`config.mk`:
```
export PLATFORM = sky130hd
export DESIGN_NAME = position_servo_with_stall_timeout
export DESIGN_NICKNAME = d
export VERILOG_FILES = /design/src/hw/rtl/pservo_pkg.sv /design/src/hw/rtl/pservo_ctrl.sv /design/src/hw/rtl/pservo_dp.sv /design/src/hw/rtl/position_servo_with_stall_timeout.sv
export SDC_FILE = /design/constraint.sdc
export NUM_CORES = 1
export LEC_CHECK = 0
export BUFFER_PORTS_ARGS = -buffer_cell sky130_fd_sc_hd__buf_2
export CAP_MARGIN = 20
export CORE_AREA = 2 2 161 163
export CTS_CLUSTER_SIZE = 40
export DETAILED_ROUTE_END_ITERATION = 8
export DIE_AREA = 0 0 163 165
export HOLD_SLACK_MARGIN = 0.05
export PLACE_DENSITY = 0.81
export SLEW_MARGIN = 20
export SYNTH_ARGS = -nofsm -noshare
export SYNTH_HDL_FRONTEND = slang
export SYNTH_SLANG_ARGS = --single-unit
```
`constraint.sdc`:
```
create_clock -name clk -period 9 [get_ports clk]
set_input_delay 0.9 -clock clk [delete_from_list [all_inputs] [get_ports clk]]
set_output_delay 0.9 -clock clk [all_outputs]
set_load 0.01 [all_outputs]
```
`src/hw/rtl/pservo_pkg.sv`:
```
// shared types, constants and codes of the position servo
// no dependencies; used by every module under hw/rtl
package pservo_pkg;

    // field widths
    localparam int READ_W    = 10;
    localparam int ANGLE_W   = 9;
    localparam int TOUT_W    = 15;
    localparam int POS_W     = 12;
    localparam int ELAPSED_W = 16;
    localparam int STILL_W   = 4;
    localparam int CFG_IDX_W = 3;
    localparam int CFG_DAT_W = 15;

    // map constants: reading window spans 358 degrees, offset by 1
    localparam int MAP_SPAN   = 358;
    localparam int MAP_OFFSET = 1;
    localparam int POS_MIN    = -1024;
    localparam int POS_MAX    = 2047;

    // serial divider: |num| is at most 1023 * 358, which fits in 19 bits
    localparam int DVD_W = 19;
    localparam int CNT_W = 5;
    localparam int QS_W  = DVD_W + 2;

    // supervision limits
    localparam int STALL_LIMIT  = 10;
    localparam int DEADBAND_DEG = 4;

    // stream packing
    localparam int IN_DATA_W  = 24;
    localparam int OUT_BITS   = 9 + POS_W + ELAPSED_W;
    localparam int OUT_DATA_W = 40;

    // reset values of the configuration registers
    localparam logic [READ_W-1:0]  RST_WIN_LOW  = 10'd406;
    localparam logic [READ_W-1:0]  RST_WIN_HIGH = 10'd617;
    localparam logic [TOUT_W-1:0]  RST_TIMEOUT  = 15'd300;
    localparam logic [ANGLE_W-1:0] RST_MIN_ANG  = 9'd1;
    localparam logic [ANGLE_W-1:0] RST_MAX_ANG  = 9'd359;

    // configuration register indexes
    typedef enum logic [CFG_IDX_W-1:0] {
        REG_WIN_LOW  = 3'd0,
        REG_WIN_HIGH = 3'd1,
        REG_TIMEOUT  = 3'd2,
        REG_MIN_ANG  = 3'd3,
        REG_MAX_ANG  = 3'd4
    } cfg_reg_t;

    // item opcodes
    typedef enum logic {
        OP_START = 1'b0,
        OP_TICK  = 1'b1
    } opcode_t;

    typedef enum logic [1:0] {
        ST_IDLE,
        ST_DIV,
        ST_POS,
        ST_COMMIT
    } ps_state_t;

    typedef struct packed {
        logic [READ_W-1:0]  win_low;
        logic [READ_W-1:0]  win_high;
        logic [TOUT_W-1:0]  timeout;
        logic [ANGLE_W-1:0] min_ang;
        logic [ANGLE_W-1:0] max_ang;
    } cfg_t;

    // controller to datapath
    typedef struct packed {
        logic load;    // capture a beat and set up the divider
        logic step;    // one divider iteration
        logic pos;     // form the saturated position
        logic commit;  // update trim state and the result register
    } ps_cmd_t;

    // datapath to controller
    typedef struct packed {
        logic div_last;  // final divider iteration this cycle
    } ps_stat_t;

endpackage

```
`src/hw/rtl/pservo_ctrl.sv`:
```
// controller of the position servo: sequencing and result handshake
// depends on pservo_pkg
module pservo_ctrl
(
    input  logic                 clk,
    input  logic                 rst_n,
    input  logic                 in_valid,
    output logic                 in_ready,
    output logic                 out_valid,
    input  logic                 out_ready,
    output pservo_pkg::ps_cmd_t  cmd,
    input  pservo_pkg::ps_stat_t stat
);

    pservo_pkg::ps_state_t state_reg;
    pservo_pkg::ps_state_t state_next;
    logic                  out_valid_reg;
    logic                  out_valid_next;
    logic                  slot_free;

    assign slot_free = !out_valid_reg || out_ready;

    always_comb
    begin
        state_next = state_reg;
        case (state_reg)
            pservo_pkg::ST_IDLE:
            begin
                if (in_valid)
                begin
                    state_next = pservo_pkg::ST_DIV;
                end
            end
            pservo_pkg::ST_DIV:
            begin
                if (stat.div_last)
                begin
                    state_next = pservo_pkg::ST_POS;
                end
            end
            pservo_pkg::ST_POS:
            begin
                state_next = pservo_pkg::ST_COMMIT;
            end
            pservo_pkg::ST_COMMIT:
            begin
                if (slot_free)
                begin
                    state_next = pservo_pkg::ST_IDLE;
                end
            end
            default:
            begin
                state_next = pservo_pkg::ST_IDLE;
            end
        endcase
    end

    always_comb
    begin
        in_ready   = 1'b0;
        cmd        = '0;
        case (state_reg)
            pservo_pkg::ST_IDLE:
            begin
                in_ready = 1'b1;
                cmd.load = in_valid;
            end
            pservo_pkg::ST_DIV:
            begin
                cmd.step = 1'b1;
            end
            pservo_pkg::ST_POS:
            begin
                cmd.pos = 1'b1;
            end
            pservo_pkg::ST_COMMIT:
            begin
                cmd.commit = slot_free;
            end
            default:
            begin
                in_ready = 1'b0;
            end
        endcase
    end

    always_comb
    begin
        out_valid_next = out_valid_reg;
        if (cmd.commit)
        begin
            out_valid_next = 1'b1;
        end
        else if (out_ready)
        begin
            out_valid_next = 1'b0;
        end
    end

    assign out_valid = out_valid_reg;

    always_ff @(posedge clk or negedge rst_n)
    begin
        if (!rst_n)
        begin
            state_reg     <= pservo_pkg::ST_IDLE;
            out_valid_reg <= 1'b0;
        end
        else
        begin
            state_reg     <= state_next;
            out_valid_reg <= out_valid_next;
        end
    end

endmodule

```
`src/hw/rtl/pservo_dp.sv`:
```
// datapath of the position servo: reading map with serial divider,
// trim supervision state and result register; depends on pservo_pkg
module pservo_dp
(
    input  logic                                  clk,
    input  logic                                  rst_n,
    input  pservo_pkg::cfg_t                      cfg,
    input  pservo_pkg::ps_cmd_t                   cmd,
    output pservo_pkg::ps_stat_t                  stat,
    input  logic                                  in_opcode,
    input  logic [pservo_pkg::ANGLE_W-1:0]        in_target,
    input  logic [pservo_pkg::READ_W-1:0]         in_reading,
    output logic [pservo_pkg::OUT_BITS-1:0]       result
);

    localparam int RW = pservo_pkg::READ_W;
    localparam int AW = pservo_pkg::ANGLE_W;
    localparam int PW = pservo_pkg::POS_W;
    localparam int EW = pservo_pkg::ELAPSED_W;
    localparam int SW = pservo_pkg::STILL_W;
    localparam int DW = pservo_pkg::DVD_W;
    localparam int CW = pservo_pkg::CNT_W;
    localparam int QW = pservo_pkg::QS_W;

    localparam logic signed [QW-1:0] SAT_LO = QW'(pservo_pkg::POS_MIN);
    localparam logic signed [QW-1:0] SAT_HI = QW'(pservo_pkg::POS_MAX);
    localparam logic signed [PW:0]   DB_POS = (PW+1)'(pservo_pkg::DEADBAND_DEG);
    localparam logic signed [PW:0]   DB_NEG = -(PW+1)'(pservo_pkg::DEADBAND_DEG);

    // captured beat
    logic          op_reg;
    logic [AW-1:0] tgt_in_reg;

    // divider
    logic [DW-1:0] rq_reg;
    logic [DW-1:0] rq_next;
    logic [RW-1:0] rem_reg;
    logic [RW-1:0] rem_next;
    logic [RW-1:0] den_mag_reg;
    logic          den_zero_reg;
    logic          neg_reg;
    logic [CW-1:0] cnt_reg;
    logic signed [PW-1:0] pos_reg;

    // trim state
    logic          trimming_reg;
    logic [AW-1:0] target_reg;
    logic [PW-1:0] last_pos_reg;
    logic [SW-1:0] still_reg;
    logic [EW-1:0] elapsed_reg;
    logic          stall_reg;
    logic          timeout_reg;
    logic [pservo_pkg::OUT_BITS-1:0] result_reg;

    // load-time map front end
    logic signed [RW:0]   num_diff;
    logic signed [RW:0]   den_diff;
    logic [RW-1:0]        num_abs;
    logic [DW-1:0]        num_mag;

    assign num_diff = $signed({1'b0, in_reading}) - $signed({1'b0, cfg.win_low});
    assign den_diff = $signed({1'b0, cfg.win_high}) - $signed({1'b0, cfg.win_low});
    assign num_abs  = num_diff[RW] ? RW'(-num_diff) : num_diff[RW-1:0];
    assign num_mag  = DW'(num_abs) * DW'(pservo_pkg::MAP_SPAN);

    // restoring divider step
    logic [RW:0] shifted;
    logic        ge;
    logic [RW:0] diff_rem;

    assign shifted  = {rem_reg, rq_reg[DW-1]};
    assign ge       = shifted >= {1'b0, den_mag_reg};
    assign diff_rem = shifted - {1'b0, den_mag_reg};
    assign rem_next = ge ? diff_rem[RW-1:0] : shifted[RW-1:0];
    assign rq_next  = {rq_reg[DW-2:0], ge};

    assign stat.div_last = cmd.step && (cnt_reg == '0);

    // quotient to saturated position
    logic signed [QW-1:0] q_signed;
    logic signed [QW-1:0] p_full;
    logic signed [PW-1:0] pos_val;

    assign q_signed = neg_reg ? -$signed({2'b00, rq_reg}) : $signed({2'b00, rq_reg});
    assign p_full   = q_signed + QW'(pservo_pkg::MAP_OFFSET);

    always_comb
    begin
        if (den_zero_reg)
        begin
            pos_val = PW'(pservo_pkg::MAP_OFFSET);
        end
        else if (p_full < SAT_LO)
        begin
            pos_val = SAT_LO[PW-1:0];
        end
        else if (p_full > SAT_HI)
        begin
            pos_val = SAT_HI[PW-1:0];
        end
        else
        begin
            pos_val = p_full[PW-1:0];
        end
    end

    // commit logic
    logic          trimming_next;
    logic [AW-1:0] target_next;
    logic [PW-1:0] last_pos_next;
    logic [SW-1:0] still_next;
    logic [EW-1:0] elapsed_next;
    logic          stall_next;
    logic          timeout_next;
    logic          finished;
    logic          valid_order;
    logic signed [PW:0] pos_ext;
    logic signed [PW:0] tgt_ext;
    logic signed [PW:0] err;
    logic [AW-1:0] chk_tgt;
    logic          stop;

    assign pos_ext = {pos_reg[PW-1], pos_reg};
    assign chk_tgt = (op_reg == pservo_pkg::OP_START) ? tgt_in_reg : target_reg;
    assign valid_order = (chk_tgt >= cfg.min_ang) && (chk_tgt <= cfg.max_ang);

    always_comb
    begin
        trimming_next = trimming_reg;
        target_next   = target_reg;
        last_pos_next = last_pos_reg;
        still_next    = still_reg;
        elapsed_next  = elapsed_reg;
        stall_next    = stall_reg;
        timeout_next  = timeout_reg;
        finished      = 1'b0;
        stop          = 1'b0;
        tgt_ext       = $signed({4'b0000, tgt_in_reg});
        err           = pos_ext - tgt_ext;
        if (op_reg == pservo_pkg::OP_START)
        begin
            target_next   = tgt_in_reg;
            elapsed_next  = '0;
            still_next    = '0;
            stall_next    = 1'b0;
            timeout_next  = 1'b0;
            last_pos_next = pos_reg;
            if ((err > DB_POS) || (err < DB_NEG))
            begin
                trimming_next = 1'b1;
            end
            else
            begin
                trimming_next = 1'b0;
                finished      = 1'b1;
            end
        end
        else if (trimming_reg)
        begin
            if (elapsed_reg != '1)
            begin
                elapsed_next = elapsed_reg + 1'b1;
            end
            if (elapsed_next > {1'b0, cfg.timeout})
            begin
                stop         = 1'b1;
                timeout_next = 1'b1;
            end
            if (pos_reg == last_pos_reg)
            begin
                if (still_reg != '1)
                begin
                    still_next = still_reg + 1'b1;
                end
                if (still_next > SW'(pservo_pkg::STALL_LIMIT))
                begin
                    stop       = 1'b1;
                    stall_next = 1'b1;
                end
            end
            else
            begin
                last_pos_next = pos_reg;
                still_next    = '0;
                stall_next    = 1'b0;
            end
            if (pos_ext == $signed({4'b0000, target_reg}))
            begin
                stop = 1'b1;
            end
            if (stop)
            begin
                trimming_next = 1'b0;
                finished      = 1'b1;
            end
        end
    end

    // result fields, highest bit first
    logic [pservo_pkg::OUT_BITS-1:0] result_next;
    logic signed [PW:0] tnew_ext;

    assign tnew_ext = $signed({4'b0000, target_next});
    assign result_next = {
        elapsed_next,
        pos_reg,
        valid_order,
        timeout_next,
        stall_next,
        finished && !stall_next && !timeout_next,
        finished,
        trimming_next,
        trimming_next,
        trimming_next && (pos_ext < tnew_ext),
        trimming_next && (pos_ext > tnew_ext)
    };

    assign result = result_reg;

    // payload, divider, position and result registers
    always_ff @(posedge clk)
    begin
        if (cmd.load)
        begin
            op_reg       <= in_opcode;
            tgt_in_reg   <= in_target;
            rq_reg       <= num_mag;
            rem_reg      <= '0;
            den_mag_reg  <= den_diff[RW] ? RW'(-den_diff) : den_diff[RW-1:0];
            den_zero_reg <= (den_diff == '0);
            neg_reg      <= num_diff[RW] ^ den_diff[RW];
            cnt_reg      <= CW'(DW - 1);
        end
        else if (cmd.step)
        begin
            rq_reg  <= rq_next;
            rem_reg <= rem_next;
            cnt_reg <= cnt_reg - 1'b1;
        end
        if (cmd.pos)
        begin
            pos_reg <= pos_val;
        end
        if (cmd.commit)
        begin
            result_reg <= result_next;
        end
    end

    // trim state
    always_ff @(posedge clk or negedge rst_n)
    begin
        if (!rst_n)
        begin
            trimming_reg <= 1'b0;
            target_reg   <= '0;
            last_pos_reg <= '0;
            still_reg    <= '0;
            elapsed_reg  <= '0;
            stall_reg    <= 1'b0;
            timeout_reg  <= 1'b0;
        end
        else if (cmd.commit)
        begin
            trimming_reg <= trimming_next;
            target_reg   <= target_next;
            last_pos_reg <= last_pos_next;
            still_reg    <= still_next;
            elapsed_reg  <= elapsed_next;
            stall_reg    <= stall_next;
            timeout_reg  <= timeout_next;
        end
    end

endmodule

```
`src/hw/rtl/position_servo_with_stall_timeout.sv`:
```
// top level of the bang-bang position servo with stall and timeout supervision
// holds the configuration registers; depends on pservo_pkg, pservo_ctrl, pservo_dp
//
//  channel  | direction | beat contents
//  ---------+-----------+---------------------------------------------------------
//  s_*      | in        | tuser: opcode; tdata: target_angle, pot_reading
//  m_*      | out       | tdata: drive and status bits, position_degrees, elapsed
//  cfg_*    | in        | write enable, register index, data (no read-back)
//
// each input beat runs in order: the accepting cycle loads the divider,
// 19 iterations of the restoring divider in the reading map follow, then the
// position state forms the saturated position and the commit state commits it.
// m_tvalid comes from a register that the commit sets.
// s_tready is high only while no beat is in work; a waiting result sits in
// the output register, so the next beat is taken before m_tready comes back.
// a stalled m_tready holds the commit cycle and the trim state unchanged.
// rst_n clears the trim state and loads the configuration defaults.
module position_servo_with_stall_timeout
(
    input  logic                                 clk,
    input  logic                                 rst_n,

    input  logic                                 s_tvalid,
    output logic                                 s_tready,
    input  logic                                 s_tuser,   // [0] opcode
    input  logic [pservo_pkg::IN_DATA_W-1:0]     s_tdata,   // [8:0] target_angle,
                                                            // [18:9] pot_reading

    output logic                                 m_tvalid,
    input  logic                                 m_tready,
    output logic [pservo_pkg::OUT_DATA_W-1:0]    m_tdata,   // [0] drive_down,
                                                            // [1] drive_up,
                                                            // [2] motor_on,
                                                            // [3] busy_res,
                                                            // [4] finished,
                                                            // [5] success,
                                                            // [6] stalled,
                                                            // [7] timed_out,
                                                            // [8] order_in_range,
                                                            // [20:9] position_degrees,
                                                            // [36:21] elapsed_seconds

    input  logic                                 cfg_we,
    input  logic [pservo_pkg::CFG_IDX_W-1:0]     cfg_index,
    input  logic [pservo_pkg::CFG_DAT_W-1:0]     cfg_data
);

    localparam int RW = pservo_pkg::READ_W;
    localparam int AW = pservo_pkg::ANGLE_W;

    // configuration registers
    pservo_pkg::cfg_t cfg_reg;
    pservo_pkg::cfg_t cfg_next;

    always_comb
    begin
        cfg_next = cfg_reg;
        if (cfg_we)
        begin
            case (cfg_index)
                pservo_pkg::REG_WIN_LOW:  cfg_next.win_low  = cfg_data[RW-1:0];
                pservo_pkg::REG_WIN_HIGH: cfg_next.win_high = cfg_data[RW-1:0];
                pservo_pkg::REG_TIMEOUT:  cfg_next.timeout  = cfg_data;
                pservo_pkg::REG_MIN_ANG:  cfg_next.min_ang  = cfg_data[AW-1:0];
                pservo_pkg::REG_MAX_ANG:  cfg_next.max_ang  = cfg_data[AW-1:0];
                default:                  cfg_next          = cfg_reg;
            endcase
        end
    end

    always_ff @(posedge clk or negedge rst_n)
    begin
        if (!rst_n)
        begin
            cfg_reg.win_low  <= pservo_pkg::RST_WIN_LOW;
            cfg_reg.win_high <= pservo_pkg::RST_WIN_HIGH;
            cfg_reg.timeout  <= pservo_pkg::RST_TIMEOUT;
            cfg_reg.min_ang  <= pservo_pkg::RST_MIN_ANG;
            cfg_reg.max_ang  <= pservo_pkg::RST_MAX_ANG;
        end
        else
        begin
            cfg_reg <= cfg_next;
        end
    end

    // controller and datapath
    pservo_pkg::ps_cmd_t  cmd;
    pservo_pkg::ps_stat_t stat;
    logic [pservo_pkg::OUT_BITS-1:0] result;

    pservo_ctrl u_ctrl
    (
        .clk       (clk),
        .rst_n     (rst_n),
        .in_valid  (s_tvalid),
        .in_ready  (s_tready),
        .out_valid (m_tvalid),
        .out_ready (m_tready),
        .cmd       (cmd),
        .stat      (stat)
    );

    pservo_dp u_dp
    (
        .clk        (clk),
        .rst_n      (rst_n),
        .cfg        (cfg_reg),
        .cmd        (cmd),
        .stat       (stat),
        .in_opcode  (s_tuser),
        .in_target  (s_tdata[AW-1:0]),
        .in_reading (s_tdata[AW+RW-1:AW]),
        .result     (result)
    );

    // pad the result beat to whole bytes
    assign m_tdata = {{(pservo_pkg::OUT_DATA_W - pservo_pkg::OUT_BITS){1'b0}}, result};

endmodule
```
Yosys cells after proc, flatten, opt, wreduce, memory -nomap -nowiden
Cells that the tools add are included.
{"block": "classes", "multipliers": 1, "n_eq_ne": 16, "bitwise_logic": 1, "n_addsub": 11, "order_cmp": 11, "n_reduce_logical": 26, "muxes": 56}
{"op": "two-way mux 16 bit", "n": 5}
{"op": "two-way mux 12 bit", "n": 5}
{"op": "two-way mux 19 bit", "n": 2}
{"op": "two-way mux 10 bit", "n": 3}
{"op": "two-way mux 1 bit", "n": 28}
{"op": "two-way mux 4 bit", "n": 7}
{"op": "subtractor 10 x 10 -> 11 bit", "n": 2}
{"op": "adder 21 x 2 -> 21 bit, second input constant", "n": 1}
{"op": "greater-than comparator 21 x 12 -> 1 bit, second input constant", "n": 1}
{"op": "< comparator 21 x 11 -> 1 bit, second input constant", "n": 1}
{"op": "two-way mux 21 bit", "n": 1}
{"op": "negator 19 -> 21 bit", "n": 1}
{"op": "negator 10 bit", "n": 2}
{"op": "multiplier 10 x 8 -> 18 bit, second input constant", "n": 1}
{"op": "adder 16 x 1 -> 16 bit, second input constant", "n": 1}
{"op": "greater-than comparator 16 x 15 -> 1 bit", "n": 1}
{"op": "!= test 16 bit, second input constant", "n": 1}
{"op": "greater-than comparator 13 x 4 -> 1 bit, second input constant", "n": 1}
{"op": "< comparator 13 x 3 -> 1 bit, second input constant", "n": 1}
{"op": "subtractor 12 x 10 -> 13 bit", "n": 1}
{"op": "equality test 12 x 10 -> 1 bit", "n": 1}
{"op": "equality test 12 bit", "n": 1}
{"op": "greater-than comparator 12 x 10 -> 1 bit", "n": 1}
{"op": "< comparator 12 x 10 -> 1 bit", "n": 1}
{"op": "30 further kinds", "n": 52}
{"block": "totals", "ff_bits": 205, "word_cells": 148, "input_bits": 48, "out_inout_bits": 42}

Depth between registers and ports, before layout
{"block": "logic_depth", "ltp_word": 16, "ltp_mapped": 29, "mapped_depth_nobuf": 28}

By module
From an unflattened synthesis, not the netlist that was laid out.
{"block": "hier_totals", "cells_unflattened": 1517, "area_unflattened_um2": 14930.6}
{"mod": "pservo_dp", "instances": 1, "cells_each": 1376, "area_per_inst_um2": 12568.3, "seq_area_each_um2": 4063.9}
{"mod": "position_servo_with_stall_timeout", "instances": 1, "cells_each": 120, "area_per_inst_um2": 2123.3, "seq_area_each_um2": 1352.5}
{"mod": "pservo_ctrl", "instances": 1, "cells_each": 21, "area_per_inst_um2": 239.0, "seq_area_each_um2": 75.1}

Least setup slack after synthesis
Ideal clock, no wire load.
{"block": "synth_timing", "kind": "input-to-reg", "start": "input port s_tdata[9] in the netlist's numbering", "end": "register u_dp.rq_reg[17] (data pin)", "stages": 27, "path_buffers": 1, "t_required_ns": 8.731, "slack_ns": 1.874, "t_arrival_ns": 6.858, "cell_sequence": "inv_1 > ha_1 > inv_1 > fa_1 > a21o_1 > a21oi_1 > o21ai_0 > a21oi_1 > o21ai_0 > a21o_1 > a21oi_1 > clkbuf_1 > o21ai_0 > xnor2_1 > ha_1 > fa_1 > fa_1 > inv_1 > fa_1 > inv_1 > ha_1 > nand2_1 > o21ai_0 > a2111oi_0 > o41ai_1 > xnor2_1 > o21ai_0"}
{"block": "synth_via", "elab_chain_len": 5}
{"item": "start, declared", "line_no": "position_servo_with_stall_timeout.sv:26", "source": "input logic [pservo_pkg::IN_DATA_W-1:0] s_tdata,"}
{"item": "subtractor 10 x 10 -> 11 bit *", "line_no": "pservo_dp.sv:61", "source": "assign num_diff = $signed({1'b0, in_reading}) - $signed({1'b0, cfg.win_low});"}
{"item": "negator 10 bit", "line_no": "pservo_dp.sv:63", "source": "assign num_abs = num_diff[RW] ? RW'(-num_diff) : num_diff[RW-1:0];"}
{"item": "two-way mux 10 bit *", "line_no": "pservo_dp.sv:63"}
{"item": "multiplier 10 x 8 -> 18 bit *", "line_no": "pservo_dp.sv:64", "source": "assign num_mag = DW'(num_abs) * DW'(pservo_pkg::MAP_SPAN);"}
{"item": "two-way mux 19 bit *", "line_no": "pservo_dp.sv:223", "source": "if (cmd.load)"}
{"item": "end signal, assigned", "line_no": "pservo_dp.sv:227", "source": "rq_reg <= num_mag;"}
{"item": "end signal, assigned", "line_no": "pservo_dp.sv:236", "source": "rq_reg <= rq_next;"}
{"item": "end, declared", "line_no": "pservo_dp.sv:35", "source": "logic [DW-1:0] rq_reg;"}
Every way passes the cells marked *; elsewhere a longest branch is shown, timed or not.
A chain may end at the register's enable or synchronous reset.

Worst setup path in the final report
Same ends and word-level chain as after synthesis.

==> impl_metrics.json <==
{
  "cts_hold_buf": 0,
  "critPathMaxFanout": 11,
  "grt_use_total_pct": 24.60,
  "hp-class": "primary input to asynchronous set/reset pin",
  "syn_to_final_growth_pct": 10.27,
  "drt-vias-per-instance": 5.818,
  "pin_count": 90,
  "numCtsBuffers": 24,
  "grt_max_degree": 64,
  "cts_max_level": 1,
  "max_freq_mhz": 130.1,
  "yosysWarnings": 0,
  "fin_crit_sh_pct": 85.40,
  "final_hold_viol_count": 0,
  "clock_skew_ns": 0.01944,
  "postSynth.asyncResetShare_pct": 49.02,
  "worstPathRequired_ns": 9.24,
  "yosysSeqAreaShare_pct": 37.00,
  "grt_most_used_layer": "met2",
  "grt_pass1_wl_um": 54040,
  "syn_area_um2": 14840,
  "drive_above_1_share_pct": 12.98,
  "tns_ns": 0,
  "layout_commonest_cell": "nand2_1",
  "regToRegSetupSlack_ns": 1.38,
  "grt_pass1_vias": 11190,
  "root_buffer": "clkbuf_16",
  "drt-initial-drc-count": 878,
  "ys.flop_type": "edfxtp_1",
  "rsz0062_at_grt": "false",
  "largest_reg_flops": 53,
  "fill_cells": 1949,
  "maxCapViolations": 0,
  "max_slew_margin_pct": 28.26,
  "outcome": "finished clean",
  "clock-sinks": 204,
  "io_buffers": 81,
  "rows": 58,
  "slew_violations": 0,
  "ant_nets": 0,
  "synthCells": 1577,
  "cts_setup_buffers": 0,
  "final_net_count": 1852,
  "worstMarginPinSlew_ns": 1.076,
  "wl_per_cell_um": 16.39,
  "mostFrequentLayoutCells": "174 x nand2_1, 170 x inv_1, 143 x ha_1, 126 x o21ai_0, 91 x xnor2_1",
  "groute.layer.met1.usage_pct": 32.50,
  "cts_repair_resize_count": 0,
  "critPathLaunchType": "primary input",
  "setup-violations-final": 0,
  "die_x_um": 163,
  "first_pass_iters": 7,
  "start_util_pct": 59.28,
  "core_um2": 25040,
  "vias": 11560,
  "ys_ff_latch": 204,
  "dp_hpwl_um": 24180,
  "syn_area_per_cell_um2": 9.411,
  "grtUsageMet2_pct": 42.24,
  "clk_pin_slew_ns": 0.07,
  "wirelength_um": 32570,
  "critPathKind": "primary input to flop",
  "clk_latency_ns": 0.51,
  "worstPathArrival_ns": 7.93,
  "die-height_um": 165,
  "period_needed_ns": 7.686,
  "drc": 0,
  "gr-usage-met3_pct": 3.039,
  "crit_path_end_kind": "flop",
  "synth-edff-count": 88,
  "grt_remaining_overflow": 0,
  "antenna_found_initial": 1,
  "r2r_cells": 24,
  "routabilityCongestion": 0.9035,
  "tritoncts": "done",
  "clock_path_buffers": 3,
  "dieArea_um2": 26900,
  "synth_cell_type_count": 83
}
-- worst max-delay path: stages --
cell,delay [ns]
buf_2,0.10
inv_1,0.05
ha_1,0.16
inv_1,0.05
fa_1,0.39
a21o_1,0.20
a21oi_1,0.23
o21ai_0,0.11
a21oi_1,0.21
o21ai_0,0.17
a21o_1,0.21
a21oi_1,0.59
o21ai_0,0.32
xnor2_1,0.46
ha_1,0.33
fa_1,0.50
fa_1,0.55
inv_1,0.06
fa_1,0.53
inv_1,0.04
ha_1,0.33
nand2_1,0.07
o21ai_0,0.44
a2111oi_0,0.24
o41ai_1,0.44
xnor2_1,0.16
o21ai_0,0.09
-- layout make-up --
class / instances / area [um^2] / share of cell area, %
clock buffer: 26 / 639.4 / 3.907
inverter: 173 / 649.4 / 3.968
clock inverter: 18 / 190.2 / 1.162
sequential: 204 / 5492 / 33.56
timing repair buffer: 93 / 501.7 / 3.066
antenna: 1 / 2.502 / 0.01529
multi-input combinational: 1142 / 8477 / 51.80
tap: 330 / 412.9 / 2.523
-- cells by family after synthesis --
group	after synthesis	synth area share, %
flops	204	37.00
mux	59	4.283
fa+ha+maj	166	15.16
compound gates	328	14.27
simple gates	456	15.46
buf+inv	233	6.121
other cells	1	0.02527
xor+xnor	130	7.672
-- synth_stat cells, types with 7 or more instances --
cell	count	share of area, %
nand2_1	174	4.4
inv_1	171	4.3
ha_1	143	12
o21ai_0	126	4.2
xnor2_1	91	5.4
edfxtp_1	88	18
dfrtp_1	79	13
nor2_1	62	1.6
a21oi_1	52	1.8
nand3_1	46	1.6
clkbuf_1	42	1.1
xor2_1	39	2.3
mux2_2	36	2.7
a21o_1	25	1.3
fa_1	23	3.1
mux2i_1	23	1.6
nor2b_1	23	0.97
nor3_1	22	0.74
dfstp_2	21	3.7
nand4_1	21	0.89
and2_1	19	0.80
dfxtp_1	16	2.2
o31ai_1	14	0.71
o21a_1	13	0.66
nand2b_1	11	0.46
o211ai_1	11	0.56
a31oi_1	10	0.42
and3_1	10	0.42
nor4_1	10	0.42
or4_1	9	0.46
nor3b_1	8	0.40
o22ai_1	8	0.34
a21boi_0	7	0.35
o41ai_1	7	0.41
or2_2	7	0.30
or3_1	7	0.30
-- per-stage QoR --
stage	std cells	utilization (%)	cell area (um^2)	hold slack, ns	worst slack, ns
3_5_place_dp	1941	61.99	15520	0.4647	0.8873
3_3_place_gp	1941	61.99	15520	0.4591	1.104
5_1_grt	1987	65.36	16360	0.3782	0.8718
6_report	1987	65.36	16360	0.3445	1.314
2_1_floorplan	1579	-	14850	0.4244	1.874
4_1_cts	1985	65.30	16350	0.3537	1.401
-- metal layers --
layer | routed length [um] | up-vias
met5 | 0 | -
met4 | 893 | 0
met3 | 1725 | 66
met2 | 15520 | 333
met1 | 14430 | 5488
li1 | - | 5673
-- final timing paths --
check | from | to
setup reg to reg | cfg_reg[44] | u_dp.rq_reg[17]
min in group clk | u_dp.rem_reg[9] | u_dp.rem_reg[9]
max in group asynchronous | rst_n | cfg_reg[12]
setup / recovery | s_tdata[9] | u_dp.rq_reg[17]
hold / removal | rst_n | u_dp.elapsed_reg[1]
hold reg to reg | u_dp.rem_reg[9] | u_dp.rem_reg[9]
Power is left out: the tool's default activity adds up to more than one toggle a clock period on the data nets, which glitch-free logic cannot reach.
